===== src/sv/djs_pkg.sv =====
// ============================================================================
// djs_pkg - shared types and constants for the dot product Jaccard scorer
// Holds the transaction payload structs, the controller state type and the
// command and status bundles that join the controller to the datapath.
// ============================================================================
package djs_pkg;

   // Defaults for the top-level parameters.
   localparam int DJS_MAX_LENGTH          = 4096;
   localparam int DJS_NORM_FRACTION_BITS  = 16;
   localparam int DJS_SCORE_FRACTION_BITS = 16;

   // Fixed field widths.
   localparam int ELEM_W     = 32;
   localparam int NORM_W     = 56;
   localparam int SUM_W      = NORM_W + 1;
   localparam int ACC_W      = 64;
   localparam int DOT_W      = ACC_W - 1;
   localparam int LEN_W      = 13;
   localparam int FRAC_OUT_W = 17;
   localparam int BYTE_W     = 8;
   localparam int CNT_W      = $clog2(DOT_W + 1);

   localparam logic [LEN_W-1:0] LEN_RESET = 13'd1024;

   // Configuration port.
   localparam int CSR_ADDR_W = 3;
   localparam int CSR_DATA_W = 32;

   // Register index, taken from the word address bit of paddr.
   localparam logic [0:0] REG_VECTOR_LENGTH = 1'b0;

   typedef struct packed {
      logic signed [ELEM_W-1:0] query_element;
      logic signed [ELEM_W-1:0] candidate_element;
      logic                     last_element;
      logic [NORM_W-1:0]        query_norm_sq;
      logic [NORM_W-1:0]        candidate_norm_sq;
      logic                     is_self_pair;
   } djs_req_type;

   typedef struct packed {
      logic                  pair_exists;
      logic [FRAC_OUT_W-1:0] jaccard_fraction;
      logic [BYTE_W-1:0]     jaccard_byte;
   } djs_rsp_type;

   typedef enum logic [2:0] {
      ST_ACCUM,
      ST_SETUP,
      ST_DIV_INTER,
      ST_THRESH,
      ST_CHECK,
      ST_DIV_FRAC,
      ST_OUTPUT
   } djs_state_type;

   typedef struct packed {
      logic accept;
      logic setup;
      logic div_step;
      logic mul_step;
      logic thresh;
      logic check;
      logic out_load;
   } djs_cmd_type;

   typedef struct packed {
      logic stage_last;
      logic skip;
      logic div_last;
      logic exists_now;
      logic big_now;
      logic out_full;
   } djs_status_type;

endpackage


===== src/sv/djs_datapath.sv =====
// ============================================================================
// djs_datapath - arithmetic of the dot product Jaccard scorer
// Multiply-accumulate stage, shared restoring divider, shift-add multiplier
// for the norm sum times length, threshold compare and the result register.
// ============================================================================
module djs_datapath #(
   parameter int MAX_LENGTH          = djs_pkg::DJS_MAX_LENGTH,
   parameter int NORM_FRACTION_BITS  = djs_pkg::DJS_NORM_FRACTION_BITS,
   parameter int SCORE_FRACTION_BITS = djs_pkg::DJS_SCORE_FRACTION_BITS
) (
   input  logic                        clock,
   input  logic                        reset,
   input  djs_pkg::djs_req_type        req_data,
   input  logic [djs_pkg::LEN_W-1:0]   vector_length,
   input  djs_pkg::djs_cmd_type        cmd,
   output djs_pkg::djs_status_type     status,
   output logic                        rsp_valid,
   input  logic                        rsp_stall,
   output djs_pkg::djs_rsp_type        rsp_data
);
   import djs_pkg::*;

   localparam int NUM_W       = DOT_W + NORM_FRACTION_BITS;
   localparam int SL_W        = SUM_W + LEN_W;
   localparam int DIV_W       = (NUM_W + 1 > SL_W + 1) ? NUM_W + 1 : SL_W + 1;
   localparam int INTER20_W   = DOT_W + 5;
   localparam int THR_W       = INTER20_W + NORM_FRACTION_BITS;
   localparam int FRAC_W      = SCORE_FRACTION_BITS + 1;
   localparam int BYTE_CALC_W = FRAC_W + BYTE_W + 1;

   // Product stage.
   logic signed [ELEM_W-1:0] q_el;
   logic signed [ELEM_W-1:0] c_el;
   logic signed [ACC_W-1:0]  prod_full;
   logic                     stage_valid_ff;
   logic [ACC_W-1:0]         prod_ff;
   logic                     stage_last_ff;
   logic [SUM_W-1:0]         stage_sum_ff;
   logic                     stage_self_ff;

   // Accumulator and the captured vector pair.
   logic [ACC_W-1:0]         acc_ff;
   logic [ACC_W-1:0]         acc_sum;
   logic [ACC_W-1:0]         dot_ff;
   logic [SUM_W-1:0]         sum_ff;
   logic                     self_ff;
   logic [LEN_W-1:0]         len_eff;

   // Divider.
   logic [DIV_W-1:0]         rem_ff;
   logic [DIV_W-1:0]         den_ff;
   logic [DIV_W-1:0]         rem_sh;
   logic [DIV_W-1:0]         rem_diff;
   logic                     rem_ge;
   logic [DOT_W-1:0]         dvd_ff;
   logic [DOT_W-1:0]         quot_ff;
   logic [CNT_W-1:0]         cnt_ff;

   // Multiplier for sum times length.
   logic [SL_W-1:0]          mcand_ff;
   logic [LEN_W-1:0]         mplier_ff;
   logic [SL_W-1:0]          slprod_ff;

   // Decision and result.
   logic [INTER20_W-1:0]     inter20_ff;
   logic [THR_W-1:0]         thr_lhs;
   logic [DIV_W-1:0]         nn;
   logic [DIV_W-1:0]         sl_ext;
   logic [DIV_W-1:0]         den_frac;
   logic                     exists_ff;
   logic                     big_ff;
   logic [FRAC_W-1:0]        frac_val;
   logic [BYTE_CALC_W-1:0]   byte_calc;
   logic [BYTE_W-1:0]        byte_val;
   logic                     rsp_valid_ff;
   djs_rsp_type              rsp_data_ff;

   assign q_el      = req_data.query_element;
   assign c_el      = req_data.candidate_element;
   assign prod_full = q_el * c_el;

   always_ff @(posedge clock) begin
      if (reset) begin
         stage_valid_ff <= 1'b0;
      end else begin
         stage_valid_ff <= cmd.accept;
      end
   end

   always_ff @(posedge clock) begin
      if (cmd.accept) begin
         prod_ff       <= prod_full;
         stage_last_ff <= req_data.last_element;
         stage_sum_ff  <= SUM_W'(req_data.query_norm_sq) + SUM_W'(req_data.candidate_norm_sq);
         stage_self_ff <= req_data.is_self_pair;
      end
   end

   // The accumulator wraps modulo 2^64 and is cleared as the last pair folds in.
   assign acc_sum = acc_ff + prod_ff;

   always_ff @(posedge clock) begin
      if (reset) begin
         acc_ff <= '0;
      end else if (stage_valid_ff) begin
         acc_ff <= stage_last_ff ? '0 : acc_sum;
      end
   end

   always_ff @(posedge clock) begin
      if (stage_valid_ff && stage_last_ff) begin
         dot_ff  <= acc_sum;
         sum_ff  <= stage_sum_ff;
         self_ff <= stage_self_ff;
      end
   end

   // A zero length counts as one; a length above the maximum saturates.
   assign len_eff = (vector_length == '0) ? LEN_W'(1) :
                    (int'(vector_length) > MAX_LENGTH) ? LEN_W'(MAX_LENGTH) : vector_length;

   // One restoring divider step per cycle.
   assign rem_sh   = {rem_ff[DIV_W-2:0], dvd_ff[DOT_W-1]};
   assign rem_ge   = (rem_sh >= den_ff);
   assign rem_diff = rem_sh - den_ff;

   assign nn       = DIV_W'(dot_ff[DOT_W-1:0]) << NORM_FRACTION_BITS;
   assign sl_ext   = DIV_W'(slprod_ff);
   assign den_frac = sl_ext - nn;

   always_ff @(posedge clock) begin
      if (cmd.setup) begin
         rem_ff  <= '0;
         den_ff  <= DIV_W'(len_eff);
         dvd_ff  <= dot_ff[DOT_W-1:0];
         quot_ff <= '0;
      end else if (cmd.check) begin
         rem_ff  <= nn;
         den_ff  <= den_frac;
         dvd_ff  <= '0;
         quot_ff <= '0;
      end else if (cmd.div_step) begin
         rem_ff  <= rem_ge ? rem_diff : rem_sh;
         dvd_ff  <= dvd_ff << 1;
         quot_ff <= {quot_ff[DOT_W-2:0], rem_ge};
      end
   end

   always_ff @(posedge clock) begin
      if (reset) begin
         cnt_ff <= '0;
      end else if (cmd.setup) begin
         cnt_ff <= CNT_W'(DOT_W);
      end else if (cmd.check) begin
         cnt_ff <= CNT_W'(SCORE_FRACTION_BITS);
      end else if (cmd.div_step) begin
         cnt_ff <= cnt_ff - CNT_W'(1);
      end
   end

   // Shift-add multiply, one length bit per cycle, overlapped with the divide.
   always_ff @(posedge clock) begin
      if (cmd.setup) begin
         mcand_ff  <= SL_W'(sum_ff);
         mplier_ff <= len_eff;
         slprod_ff <= '0;
      end else if (cmd.mul_step) begin
         if (mplier_ff[0]) begin
            slprod_ff <= slprod_ff + mcand_ff;
         end
         mcand_ff  <= mcand_ff << 1;
         mplier_ff <= mplier_ff >> 1;
      end
   end

   // Twenty times the truncated intersection, as two shifted copies.
   always_ff @(posedge clock) begin
      if (cmd.thresh) begin
         inter20_ff <= (INTER20_W'(quot_ff) << 4) + (INTER20_W'(quot_ff) << 2);
      end
   end

   assign thr_lhs = THR_W'(inter20_ff) << NORM_FRACTION_BITS;

   always_ff @(posedge clock) begin
      if (cmd.setup) begin
         exists_ff <= 1'b0;
         big_ff    <= 1'b0;
      end else if (cmd.check) begin
         exists_ff <= status.exists_now;
         big_ff    <= status.big_now;
      end
   end

   assign frac_val  = big_ff ? (FRAC_W'(1) << SCORE_FRACTION_BITS) : FRAC_W'(quot_ff);
   assign byte_calc = (BYTE_CALC_W'(frac_val) << BYTE_W) - BYTE_CALC_W'(frac_val)
                    + (BYTE_CALC_W'(1) << (SCORE_FRACTION_BITS - 1));
   assign byte_val  = byte_calc[SCORE_FRACTION_BITS +: BYTE_W];

   always_ff @(posedge clock) begin
      if (reset) begin
         rsp_valid_ff <= 1'b0;
      end else if (cmd.out_load) begin
         rsp_valid_ff <= 1'b1;
      end else if (!rsp_stall) begin
         rsp_valid_ff <= 1'b0;
      end
   end

   always_ff @(posedge clock) begin
      if (cmd.out_load) begin
         rsp_data_ff.pair_exists      <= exists_ff;
         rsp_data_ff.jaccard_fraction <= exists_ff ? FRAC_OUT_W'(frac_val) : '0;
         rsp_data_ff.jaccard_byte     <= exists_ff ? byte_val : '0;
      end
   end

   assign status.stage_last = stage_valid_ff & stage_last_ff;
   assign status.skip       = self_ff | dot_ff[ACC_W-1];
   assign status.div_last   = (cnt_ff == CNT_W'(1));
   assign status.exists_now = (thr_lhs > THR_W'(sum_ff));
   assign status.big_now    = ((nn << 1) >= sl_ext);
   assign status.out_full   = rsp_valid_ff & rsp_stall;

   assign rsp_valid = rsp_valid_ff;
   assign rsp_data  = rsp_data_ff;

endmodule


===== config.mk =====
export PLATFORM = sky130hd
export DESIGN_NAME = djs_datapath
export DESIGN_NICKNAME = d
export VERILOG_FILES = /design/src/sv/djs_pkg.sv /design/src/sv/djs_datapath.sv
export SDC_FILE = /design/constraint.sdc
export NUM_CORES = 2
export LEC_CHECK = 0
export BUFFER_PORTS_ARGS = -buffer_cell sky130_fd_sc_hd__buf_2
export CAP_MARGIN = 30
export CORE_UTILIZATION = 59
export DETAILED_ROUTE_END_ITERATION = 12
export PLACE_DENSITY_LB_ADDON = 0.1
export RECOVER_POWER = 25
export SYNTH_ARGS = -nofsm -noshare
export SYNTH_HDL_FRONTEND = slang
export SYNTH_SLANG_ARGS = --single-unit

===== constraint.sdc =====
create_clock -name clock -period 9.16 [get_ports clock]
set_clock_uncertainty 0.1 [all_clocks]
set_input_delay 0.916 -clock clock [delete_from_list [all_inputs] [get_ports clock]]
set_output_delay 0.916 -clock clock [all_outputs]
set_load 0.01 [all_outputs]

==> results.yml <==
status:
  run_status: "finished, violations left"
  failing_checks: "capacitance limit, slew limit"
worst_setup_path:
  setup.worst_path.start_class: "primary input"
  end_kind: "register"
  worst-path-max-fanout: 18
  timing.critical_path.required_ps: 9480
  critPathMostFrequentCell: "sky130_fd_sc_hd__fa_1"
  crit_path_max_incr_delay_ps: 550
  critical_path_arrival_ps: 9090
  crit_slowest_cell: "sky130_fd_sc_hd__fa_1"
  crit_type: "in -> reg"
routing:
  detailroute.via_count: 70295
  drt_first_pass_iters: 6
  drt_iter0_markers: 5448
  post-route-drc-count: 0
  wl_per_cell_um: 21.4
  detail_route.vias_per_cell: 5.85
  drt_wirelength_um: 257000
  antenna_violating_nets_remaining: 0
sta:
  fin_crit_ps: 8760
  final_count_of_pins_violating_max_slew: 563
  finalSetupViolCount: 0
  setup_repair_after_global_routing_missed_its_margin: "false"
  timing_worst_slew_pin_value_ps: 4480
  totalNegativeSetupSlack_ps: 0
  finalCritPeriodShare: 0.957
  layout_setup_ws_ps: 398
  max_clock_freq_mhz: 114
  relSlewSlack: -1.98
  holdWs_ps: 306
  final-hold-violation-count: 0
synthesis:
  synth_nets: 11778
  seq_area_frac_synth: 0.241
  synth_seq_cells: 849
  number_of_enable_flip_flop_cells_after_synthesis: 483
  post_synth_inst_count: 9805
  async_flop_share: 0
  synth_ff_type: "sky130_fd_sc_hd__edfxtp_1"
  synth-warning-count: 0
  synth_cell_types: 85
  synth.avg_cell_area_um2: 9.23
  synthesis.area_um2: 90500
finish:
  final_core_utilization: 0.640
  syn2layout_area_growth_pct: 7.57
  layout-drive-gt1-share: 0.0704
  finish.net_count: 11874
clocking:
  max-clock-path-buffers: 3
  cts_buffers: 87
  clk_transition_reported_paths_ps: 60
  insertion_delay_ps: 700
  root_buffer: "sky130_fd_sc_hd__clkbuf_16"
  cts.htree.levels: 3
  cts_sinks: 849
  cts_tree: "yes"
global_route:
  track_usage: 0.333
  grt_max_degree: 94
  grt_pass1_vias: 71317
  grt_remaining_overflow: 0
  global_route_wire_length_before_repair_um: 405000
  initial_antenna_violation_count: 9
die:
  fp.dieW_um: 394
  floorplan.initialDensity: 0.595
  floorplan.die.height_um: 394
  io_pins: 234
  placementRows: 143
  die_area_um2: 155000
  core_area_um2: 152000
placement:
  place_hpwl_um: 208000
  port_buffers: 233
  finalWeightedCongestion: 0.979
  preCtsSetupSlack_ps: -443
worst_hold_path:
  min_delay_path_class: "in -> reg"
run:
  maxCapViolations: 9
kinds of logic (layout without fill, tap and decap cells):
kind of cell	count (synthesis)	in the layout	share of synthesized area
AND/OR/NAND/NOR	2745	2745	0.147
AO/OA/AOI/OAI	1959	1959	0.137
buffers and inverters	1864	2034	0.0774
adder cells (fa/ha/maj)	1772	1772	0.335
flip-flops	849	849	0.241
XOR/XNOR	433	433	0.0419
multiplexers	183	183	0.0210
other	0	6	0
area by class of cell:
type / count / area (µm²)
Timing Repair Buffer: 446 / 2850
Antenna cell: 6 / 15.0
Sequential cell: 849 / 21800
Fill cell: 12801 / 54700
Inverter: 1425 / 5350
Multi-Input combinational cell: 7092 / 61700
Clock inverter: 47 / 656
Clock buffer: 116 / 2400
Tap cell: 2030 / 2540
metal layers:
metal	up-vias	GRT usage	wire, µm
met4	6	0.108	8890
met3	414	0.0490	19500
met5	-	0	35
met1	34915	0.470	114000
met2	2394	0.528	115000
li1	32566	-	-
per-stage QoR:
step	instance area, µm²	cells
3_3_place_gp	94300	11839
5_1_grt	97300	12009
3_5_place_dp	94300	11840
2_1_floorplan	90500	9805
6_report	97400	12011
4_1_cts	97300	12003
repair_timing:
action / 4_1_cts / 5_1_grt
setup endpoints to repair: 0 / 2
hold endpoints to repair: 0 / 0
buffers inserted: 0 / 1
hold buffers: 0 / 0
gates resized for setup: 0 / 1
state kept, by name (all words and copies together) (netlist names), 6 cells and up:
name / flops
sum_ff: 57
mcand_ff: 70
inter20_ff: 66
slprod_ff: 70
stage_sum_ff: 57
cnt_ff: 6
prod_ff: 64
mplier_ff: 13
dot_ff: 64
dvd_ff: 63
rem_ff: 79
rsp_data: 26
quot_ff: 63
acc_ff: 64
den_ff: 80
placed cells by master, fill, tap and decap left out, types with 89 or more instances in the layout:
cell type,n
sky130_fd_sc_hd__and2_1,534
sky130_fd_sc_hd__mux2i_1,127
sky130_fd_sc_hd__a21oi_1,647
sky130_fd_sc_hd__fa_1,1088
sky130_fd_sc_hd__ha_1,684
sky130_fd_sc_hd__nor2b_1,138
sky130_fd_sc_hd__nand2b_1,89
sky130_fd_sc_hd__xor2_1,152
sky130_fd_sc_hd__dfxtp_1,365
sky130_fd_sc_hd__xnor2_1,281
sky130_fd_sc_hd__edfxtp_1,483
sky130_fd_sc_hd__o21ai_0,402
sky130_fd_sc_hd__buf_4,199
sky130_fd_sc_hd__buf_2,228
sky130_fd_sc_hd__inv_1,1423
sky130_fd_sc_hd__nand3_1,105
sky130_fd_sc_hd__nor2_1,524
sky130_fd_sc_hd__nand2_1,999
sky130_fd_sc_hd__a21o_1,341
critical path, delay by kind of cell:
family,cells,cell delay (ps)
adder cells (fa/ha/maj),9,4000
AO/OA/AOI/OAI,11,2440
buffers and inverters,9,1330
AND/OR/NAND/NOR,2,230
XOR/XNOR,1,160
path summary, 6_finish.rpt:
kind                                      start            end  cells after the start  slack (ps)
worst max-delay path              req_data[155]    prod_ff[62]                     32         400
worst min-delay path              req_data[113]  stage_last_ff                      1         310
worst max register to register        dot_ff[0]     den_ff[74]                     15        3450
worst min register to register  stage_sum_ff[4]      sum_ff[4]                      0         320
cells in the mapped netlist (all sizes together) (14+ instances only):
| master | count | area (µm²) |
|---|---|---|
| a211o | 20 | 175 |
| nor2b | 139 | 870 |
| xnor2 | 281 | 2460 |
| o211ai | 48 | 370 |
| and2 | 549 | 3430 |
| inv | 1424 | 5350 |
| o22ai | 29 | 181 |
| o21bai | 50 | 375 |
| ha | 684 | 8560 |
| mux2 | 56 | 631 |
| nand2b | 89 | 557 |
| nor3 | 70 | 350 |
| a21oi | 647 | 3240 |
| mux2i | 127 | 1270 |
| dfxtp | 366 | 7330 |
| nand4 | 88 | 551 |
| o21a | 55 | 413 |
| a21boi | 14 | 105 |
| or2 | 22 | 138 |
| o21ai | 406 | 2040 |
| a31o | 17 | 149 |
| xor2 | 152 | 1330 |
| or3 | 20 | 125 |
| nor4 | 31 | 194 |
| and3 | 45 | 282 |
| nor2 | 527 | 1980 |
| nand3 | 106 | 536 |
| o31ai | 23 | 178 |
| a21o | 341 | 2560 |
| a221oi | 21 | 184 |
| a31oi | 55 | 344 |
| buf | 29 | 119 |
| nand2 | 1000 | 3750 |
| fa | 1088 | 21800 |
| clkbuf | 410 | 1540 |
| edfxtp | 483 | 14500 |
| a211oi | 71 | 533 |
| a22o | 27 | 236 |
Power is left out: the tool's default activity adds up to more than one toggle a clock period on the data nets, which glitch-free logic cannot reach.
