--- config.mk ---
export PLATFORM = sky130hd
export DESIGN_NAME = djs_ctrl
export DESIGN_NICKNAME = d
export VERILOG_FILES = /design/src/sv/djs_pkg.sv /design/src/sv/djs_ctrl.sv
export SDC_FILE = /design/constraint.sdc
export NUM_CORES = 1
export LEC_CHECK = 0
export ABC_AREA = 1
export ABC_CLOCK_PERIOD_IN_PS = 2600
export BUFFER_PORTS_ARGS = -buffer_cell sky130_fd_sc_hd__clkbuf_2
export CAP_MARGIN = 15
export CORE_AREA = 2 2 39 41
export CTS_BUF_LIST = sky130_fd_sc_hd__clkbuf_8
export CTS_CLUSTER_DIAMETER = 200
export CTS_CLUSTER_SIZE = 40
export DETAILED_ROUTE_END_ITERATION = 7
export DIE_AREA = 0 0 41 43
export GPL_ROUTABILITY_DRIVEN = 0
export GPL_TIMING_DRIVEN = 1
export PLACE_DENSITY_LB_ADDON = 0.08
export SLEW_MARGIN = 20
export SYNTH_ARGS = -nofsm -noshare
export SYNTH_HDL_FRONTEND = slang
export SYNTH_SLANG_ARGS = --single-unit
--- constraint.sdc ---
create_clock -name clock -period 2.6 [get_ports clock]
set_input_delay 0.52 -clock clock [delete_from_list [all_inputs] [get_ports clock]]
set_output_delay 0.52 -clock clock [all_outputs]
set_load 0.01 [all_outputs]
--- src/sv/djs_pkg.sv ---
// ============================================================================
// djs_pkg - shared types and constants for the dot product Jaccard scorer
// Holds the transaction payload structs, the controller state type and the
// command and status bundles that join the controller to the datapath.
// ============================================================================
package djs_pkg;

   // Defaults for the top-level parameters.
   localparam int DJS_MAX_LENGTH          = 4096;
   localparam int DJS_NORM_FRACTION_BITS  = 16;
   localparam int DJS_SCORE_FRACTION_BITS = 16;

   // Fixed field widths.
   localparam int ELEM_W     = 32;
   localparam int NORM_W     = 56;
   localparam int SUM_W      = NORM_W + 1;
   localparam int ACC_W      = 64;
   localparam int DOT_W      = ACC_W - 1;
   localparam int LEN_W      = 13;
   localparam int FRAC_OUT_W = 17;
   localparam int BYTE_W     = 8;
   localparam int CNT_W      = $clog2(DOT_W + 1);

   localparam logic [LEN_W-1:0] LEN_RESET = 13'd1024;

   // Configuration port.
   localparam int CSR_ADDR_W = 3;
   localparam int CSR_DATA_W = 32;

   // Register index, taken from the word address bit of paddr.
   localparam logic [0:0] REG_VECTOR_LENGTH = 1'b0;

   typedef struct packed {
      logic signed [ELEM_W-1:0] query_element;
      logic signed [ELEM_W-1:0] candidate_element;
      logic                     last_element;
      logic [NORM_W-1:0]        query_norm_sq;
      logic [NORM_W-1:0]        candidate_norm_sq;
      logic                     is_self_pair;
   } djs_req_type;

   typedef struct packed {
      logic                  pair_exists;
      logic [FRAC_OUT_W-1:0] jaccard_fraction;
      logic [BYTE_W-1:0]     jaccard_byte;
   } djs_rsp_type;

   typedef enum logic [2:0] {
      ST_ACCUM,
      ST_SETUP,
      ST_DIV_INTER,
      ST_THRESH,
      ST_CHECK,
      ST_DIV_FRAC,
      ST_OUTPUT
   } djs_state_type;

   typedef struct packed {
      logic accept;
      logic setup;
      logic div_step;
      logic mul_step;
      logic thresh;
      logic check;
      logic out_load;
   } djs_cmd_type;

   typedef struct packed {
      logic stage_last;
      logic skip;
      logic div_last;
      logic exists_now;
      logic big_now;
      logic out_full;
   } djs_status_type;

endpackage

--- src/sv/djs_ctrl.sv ---
// ============================================================================
// djs_ctrl - sequencer of the dot product Jaccard scorer
// Streams elements into the datapath, then walks the divide, threshold,
// fraction and output steps that each vector pair needs.
// ============================================================================
module djs_ctrl (
   input  logic                     clock,
   input  logic                     reset,
   input  logic                     req_valid,
   output logic                     req_stall,
   input  djs_pkg::djs_status_type  status,
   output djs_pkg::djs_cmd_type     cmd
);
   import djs_pkg::*;

   djs_state_type state_ff;
   djs_state_type state_in;

   always_ff @(posedge clock) begin
      if (reset) begin
         state_ff <= ST_ACCUM;
      end else begin
         state_ff <= state_in;
      end
   end

   always_comb begin
      state_in = state_ff;
      case (state_ff)
         ST_ACCUM: begin
            if (status.stage_last) begin
               state_in = ST_SETUP;
            end
         end
         ST_SETUP: begin
            state_in = status.skip ? ST_OUTPUT : ST_DIV_INTER;
         end
         ST_DIV_INTER: begin
            if (status.div_last) begin
               state_in = ST_THRESH;
            end
         end
         ST_THRESH: begin
            state_in = ST_CHECK;
         end
         ST_CHECK: begin
            if (status.exists_now && !status.big_now) begin
               state_in = ST_DIV_FRAC;
            end else begin
               state_in = ST_OUTPUT;
            end
         end
         ST_DIV_FRAC: begin
            if (status.div_last) begin
               state_in = ST_OUTPUT;
            end
         end
         ST_OUTPUT: begin
            if (!status.out_full) begin
               state_in = ST_ACCUM;
            end
         end
         default: begin
            state_in = ST_ACCUM;
         end
      endcase
   end

   always_comb begin
      cmd       = '0;
      req_stall = 1'b1;
      case (state_ff)
         ST_ACCUM: begin
            // Hold off while the last product of a pair is folding in.
            req_stall  = status.stage_last;
            cmd.accept = req_valid & ~status.stage_last;
         end
         ST_SETUP: begin
            cmd.setup = 1'b1;
         end
         ST_DIV_INTER: begin
            cmd.div_step = 1'b1;
            cmd.mul_step = 1'b1;
         end
         ST_THRESH: begin
            cmd.thresh = 1'b1;
         end
         ST_CHECK: begin
            cmd.check = 1'b1;
         end
         ST_DIV_FRAC: begin
            cmd.div_step = 1'b1;
         end
         ST_OUTPUT: begin
            cmd.out_load = ~status.out_full;
         end
         default: begin
            cmd = '0;
         end
      endcase
   end

endmodule

==> results of run 1 <==
==> synth_stat cells <==
library cell	instances	area share
o21ai_0	2	0.032
inv_1	10	0.12
o21ai_1	1	0.016
dfxtp_1	3	0.19
inv_4	1	0.020
nand2_1	5	0.061
nor3_1	4	0.065
nand4_1	1	0.020
nand2_2	4	0.081
a21oi_1	2	0.032
nor2_2	1	0.020
nand3_2	1	0.032
nand3b_1	1	0.024
nand3_1	3	0.049
buf_6	1	0.036
nand2_4	1	0.036
buf_8	1	0.049
nor2_1	9	0.11
==> power by group through the flow <==
| stage | clock network, mW | registers [mW] | logic (mW) |
|---|---|---|---|
| after floorplan | 0 | 0.0808 | 0.216 |
| after global placement | 0 | 0.108 | 0.240 |
| after detailed placement | 0 | 0.106 | 0.235 |
| after CTS | 0.134 | 0.106 | 0.236 |
| after global routing | 0.140 | 0.112 | 0.267 |
| final | 0.128 | 0.106 | 0.232 |
==> metrics by stage <==
stage	instances	power, mW	utilization	hold slack [ns]
2_1_floorplan	51	0.297	-	0.551
3_3_place_gp	81	0.348	0.277	0.613
3_5_place_dp	81	0.342	0.277	0.608
4_1_cts	85	0.475	0.309	0.581
5_1_grt	85	0.520	0.309	0.612
6_report	85	0.466	0.309	0.583
==> placed cells by master (no fill, tap or decap) <==
master	instances
a21oi_1	2
clkbuf_2	16
clkbuf_8	3
dfxtp_1	3
inv_1	11
inv_4	1
nand2_1	5
nand2_2	4
nand2_4	1
nand3_1	3
nand3_2	1
nand3b_1	1
nand4_1	1
nor2_1	9
nor2_2	1
nor3_1	4
o21ai_0	2
o21ai_1	1
==> layout make-up <==
| class | instances | share of cell area |
|---|---|---|
| Clock buffer | 3 | 0.0965 |
| Multi-Input combinational cell | 35 | 0.418 |
| Sequential cell | 3 | 0.140 |
| Tap cell | 16 | 0.0468 |
| Clock inverter | 1 | 0.00877 |
| Inverter | 11 | 0.102 |
| Timing Repair Buffer | 16 | 0.187 |
==> kinds of logic after synthesis <==
family / Yosys count
and+or+nand+nor: 30
DFF: 3
buffers and inverters: 13
AOI/OAI and AO/OA: 5
==> tightest hold or removal path: cells and delay by family <==
kind / cells / cell delay, ns
buffers and inverters: 2 / 0.14
AND/OR/NAND/NOR: 2 / 0.09
==> path summary, 6_finish.rpt <==
kind,startpoint,end,slack [ns],cells past startpoint
hold / removal,reset,state_ff[0],0.58,4
setup / recovery,state_ff[1],cmd[0],0.90,3
hold reg to reg,state_ff[0],state_ff[0],0.61,2
setup reg to reg,state_ff[1],state_ff[1],1.36,7
==> layer usage <==
layer / part of all wire / GRT usage
met5: 0 / 0
met2: 0.42 / 0.138
met1: 0.48 / 0.141
met4: 0 / 0.0200
met3: 0.093 / 0.0628
==> summary.txt, run 1 <==
crit path kind -> register to primary output
post-synthesis sequential area ratio -> 0.194
Yosys warning count -> 0
Pwr Density -> 1090 nW/um^2
layout cells sized above 1 -> 0.391
worst path arrival time -> 1.18 ns
FF+latch count, synth -> 3
Area after DPL -> 383 sq um
footprint of the multi-input gates -> 179 sq um
largest registers -> state_ff (3)
area of the mapped netlist -> 309 sq um
DR vias -> 357
CP Buf/Inv Count -> 1
initial antenna violation count -> 0
Crit path max-delay family -> flip-flops
# port buffers -> 16
io pins -> 17
GRT Util Overall -> 0.103
CP max stage delay -> 0.50 ns
Num CTS Buffers -> 3
hold_buf cts -> 0
max-slew violations -> 0
worst path required time -> 2.08 ns
DRT iter0 DRCs -> 7
effective utilization at floorplan -> 0.223
Place WS -> 1.06 ns
Synth Area in XOR/XNOR -> 0
num rows -> 14
Synth Area in Simple Gates -> 0.498
FILL cells -> 168
Max Cap Viol -> 0
largest net degree at the start of global routing -> 10
Worst Hold Class -> primary input to register
first-pass GRT wire length -> 1.24 mm
Worst-Margin Slew -> 0.328 ns
crit-path cells -> nand2_1 -> nor3_1 -> clkbuf_2
CTS H-tree depth -> 1
Setup Buffers After CTS -> 0
Sw Share -> 0.448
Reg with most FFs -> state_ff
Reg clk slew, reported paths -> 0.03 ns
worst clock skew -> 0.00310 ns
Syn Inst Count -> 51
Total Wirelength -> 710 um
vias in the first global route -> 312
via/cell ratio -> 4.20
leakage power -> 0.257 nW
Hold Vio Cnt, Final -> 0
maximum VDD drop -> 0.511 mV
fin crit period -> 1.70 ns
mux cell area share after synthesis -> 0
Post-Synth Adder-Cell Area -> 0
worst-path fanout max -> 9
iteration count of the initial detailed-routing pass -> 4
final worst slack -> 0.895 ns
Diodes inserted -> 0
Die ar. -> 1760 sq um
Clock Tree Root -> clkbuf_8
syn nets -> 60
Achievable Freq -> 0.587 GHz
Avg Cell Area, Syn -> 6.06 sq um
Seq pwr share -> 0.228
Synth Area in Compound Gates -> 0.0810
CTS tree -> done
slowest library cell on the worst path -> dfxtp_1
CTS sink cnt -> 3
period utilization -> 0.656
Detail Route Antenna Nets -> 0
Max clock buf depth -> 2
GRT Residual Overflow -> 0
fin area -> 428 sq um
largest family of logic cells by synthesized area -> simple AND/OR/NAND/NOR gates
Area Growth Syn to Fin -> 38.5%
Int Pwr -> 0.257 mW
relative slew slack -> 0.781
Largest register FFs -> 3
post-route setup TNS -> 0 ns
Die Y -> 43 um
DP HPWL -> 588 um
status -> finished, final reports clean
width of the die -> 41 um
RSZ-0062 raised after global routing -> no
Reg area -> 60.1 sq um
# DRC -> 0
Psw -> 0.209 mW
logic gate share of total power -> 0.497
Core Area -> 1380 sq um
synth unique cells -> 18
final setup vio count -> 0
crit path launch type -> register
clk_lat worst skew -> 0.21 ns
# resized after CTS -> 0
Clock Power Share -> 0.275
CP endpoint kind -> primary output
Layout Nets -> 79
routed wire length per instance -> 8.35 um
No activity file was read; power rests on OpenSTA's default activity.
==> run 2, diff against run 1 <==
ABC_AREA = 0   (was 1)
ABC_CLOCK_PERIOD_IN_PS = 1400   (was 2600)
clock period = 1.4 ns   (was 2.6 ns; I/O delays follow)
==> summary.txt, run 2 <==
Max Cap Viol -> 0 (unchanged)
Reg clk slew, reported paths -> 0.03 ns (about the same)
leakage power -> 0.229 nW (-11%)
most frequent cells in the layout -> 13 x clkbuf_2, 5 x buf_4, 4 x nand2_1, 4 x inv_1, 4 x o21ai_0
r2r setup slk -> 0.01 ns (-1.35 ns)
Syn Inst Count -> 38 (-25%)
worst r2r src -> state_ff[1]
syn nets -> 47 (-22%)
Crit path max-delay family -> simple AND/OR/NAND/NOR gates
Hold Vio Cnt, Final -> 0 (unchanged)
crit path launch type -> register
Num CTS Buffers -> 3 (unchanged)
Synth area leader -> dfxtp_1
crit-path cells -> or4_4 -> nor2_2 -> buf_2
CTS H-tree depth -> 1 (unchanged)
io pins -> 17 (unchanged)
RSZ-0062 raised after global routing -> yes
post-synthesis sequential area ratio -> 0.218 (+0.0238)
Layout Nets -> 70 (-11%)
CP endpoint kind -> primary output
R2R cell count -> 5 (-2)
Post-synth EDFFs -> 0 (unchanged)
Diodes inserted -> 0 (unchanged)
worst hold start -> reset
Total Wirelength -> 720 um (+1.4%)
mux cell area share after synthesis -> 0 (unchanged)
worst clock skew -> 0.000319 ns (-0.00278 ns)
vias in the first global route -> 275 (-12%)
period utilization -> 1.09
Achievable Freq -> 0.657 GHz
Core Area -> 1380 sq um (unchanged)
CP max stage delay -> 0.52 ns (+0.02 ns)
non-filler cells, final -> 76 (-11%)
via/cell ratio -> 4.28 (+1.8%)
Area Growth Syn to Fin -> 65.0%
# DRC -> 0 (unchanged)
Die Y -> 43 um (unchanged)
status -> finished, violations left
Worst Hold Path EP -> state_ff[1]
Main synth FF type -> dfxtp_1
CTS sink cnt -> 3 (unchanged)
first-pass GRT wire length -> 1.10 mm (-11%)
area of the mapped netlist -> 275 sq um (-11%)
Clock Tree Root -> clkbuf_8
Reg with most FFs -> state_ff
Die ar. -> 1760 sq um (unchanged)
synth top area cells -> dfxtp_1 22%, o21ai_0 7.3%, inv_1 5.5%, nand2_1 5.5%, a211oi_2 4.5%
layout cells sized above 1 -> 0.550 (+0.159)
Max clock buf depth -> 2 (unchanged)
num rows -> 14 (unchanged)
GRT Residual Overflow -> 0 (unchanged)
most common cell after layout, fill and taps aside -> clkbuf_2
# port buffers -> 16 (unchanged)
Post-Synth Adder-Cell Area -> 0 (unchanged)
Worst-Margin Slew -> 0.210 ns (-0.118 ns)
relative slew slack -> 0.859 (+0.0778)
worst path arrival time -> 1.24 ns (+0.06 ns)
Pwr Density -> 2140 nW/um^2 (+97%)
Area after DPL -> 388 sq um (+1.3%)
largest family of logic cells by synthesized area -> simple AND/OR/NAND/NOR gates
synth unique cells -> 23 (+5)
GR Util met1 -> 0.121 (-0.0196)
Avg Cell Area, Syn -> 7.24 sq um (+20%)
maximum VDD drop -> 0.606 mV (+19%)
crit path kind -> register to primary output
worst-path fanout max -> 3 (-6)
largest registers -> state_ff (3)
Yosys warning count -> 0 (unchanged)
max-slew violations -> 0 (unchanged)
Synth top cells by count -> 4 x inv_1, 4 x nand2_1, 4 x o21ai_0
Worst R2R End -> state_ff[0]
largest net degree at the start of global routing -> 12 (+2)
fin area -> 454 sq um (+6.1%)
final setup vio count -> 5 (+5)
Synth Area in Simple Gates -> 0.395 (-0.103)
initial antenna violation count -> 0 (unchanged)
CP Buf/Inv Count -> 1 (unchanged)
Synth async-reset ratio -> 0 (unchanged)
worst path required time -> 1.12 ns (-0.96 ns)
Largest register FFs -> 3 (unchanged)
slowest library cell on the worst path -> or4_4
Synth Area in XOR/XNOR -> 0 (unchanged)
dpl cells -> 71 (-12%)
fin crit period -> 1.52 ns
post-synth top area share -> 0.218 (+0.0238)
violated checks -> setup timing
Hold Crit Depth -> 2 (-2)
CTS tree -> done
Synth Area in Compound Gates -> 0.259 (+0.178)
GRT Util Overall -> 0.0941 (-0.00911)
iteration count of the initial detailed-routing pass -> 1 (-3)
clk_lat worst skew -> 0.21 ns (about the same)
Worst Hold Class -> primary input to register
Tot Pwr -> 0.973 mW (+110%)
DR vias -> 325 (-9.0%)
FF+latch count, synth -> 3 (unchanged)
M2 GR Usage -> 0.128 (-0.00938)
routed wire length per instance -> 9.47 um (+13%)
met3 GRT Util -> 0.0471 (-0.0157)
final worst slack -> -0.121 ns (-1.02 ns)
grt peak-use layer -> met2
effective utilization at floorplan -> 0.199 (-0.0244)
Detail Route Antenna Nets -> 0 (unchanged)
width of the die -> 41 um (unchanged)
DRT iter0 DRCs -> 0 (-7)
run 2: metal layers:
layer | vias up | part of all wire | wire, um
met2 | 14 | 0.43 | 312
met1 | 137 | 0.46 | 334
met3 | 0 | 0.10 | 73
met5 | - | 0 | 0
li1 | 174 | - | -
met4 | 0 | 0 | 0
run 2: stage by stage:
stage	hold slack [ns]	setup TNS, ns	worst slack [ns]	util
final	0.293	-0.315	-0.121	0.328
after CTS	0.291	-0.402	-0.144	0.321
after global routing	0.313	-0.713	-0.186	0.328
after floorplan	0.349	0	0.101	-
after global placement	0.514	0	0.00112	0.280
after detailed placement	0.516	-0.0121	-0.0121	0.280
run 2: timing repair:
item                                    4_1_cts  5_1_grt
gates resized for setup                       3        5
buffers inserted                              1        0
pin swaps                                     0        0
hold buffers                                  0        0
endpoints found under the setup margin        7        8
cloned                                        0        0
run 2: worst max-delay path by stage:
stage               slack [ns]   startpoint  cells after the start     endpoint
floorplan                 0.10  state_ff[0]                      5  state_ff[0]
finish                   -0.12  state_ff[1]                      3       cmd[6]
global placement         0.001    status[5]                      4       cmd[6]
detailed placement       -0.01    status[5]                      4       cmd[6]
CTS                      -0.14  state_ff[1]                      3       cmd[6]
global route             -0.19  state_ff[1]                      3       cmd[6]
run 2: area by class of cell:
class                      instances  area (sq um)
timing repair buffer              21           118
clock buffer                       3          41.3
clock inverter                     1          3.75
fill                             160           930
tap                               16          20.0
multi-input combinational         28           195
inverter                           4          15.0
sequential                         3          61.3
run 2: where the power goes:
part / total (mW) / leakage, nW / internal, mW / switching, mW
registers: 0.150 / 0.0251 / 0.127 / 0.0232
logic: 0.579 / 0.177 / 0.279 / 0.301
clock network: 0.244 / 0.0269 / 0.187 / 0.0569
total: 0.973 / 0.229 / 0.592 / 0.381
run 2: cells by family after synthesis:
family,after synthesis
buffers and inverters,7
AND/OR/NAND/NOR,18
flip-flops,3
AO/OA/AOI/OAI,10
run 2: worst register-to-register path, delay by kind of cell (launching register included):
family / cells / cell delay (ns)
AND/OR/NAND/NOR: 2 / 0.58
AO/OA/AOI/OAI: 2 / 0.24
flip-flops: 1 / 0.30
buffers and inverters: 1 / 0.16
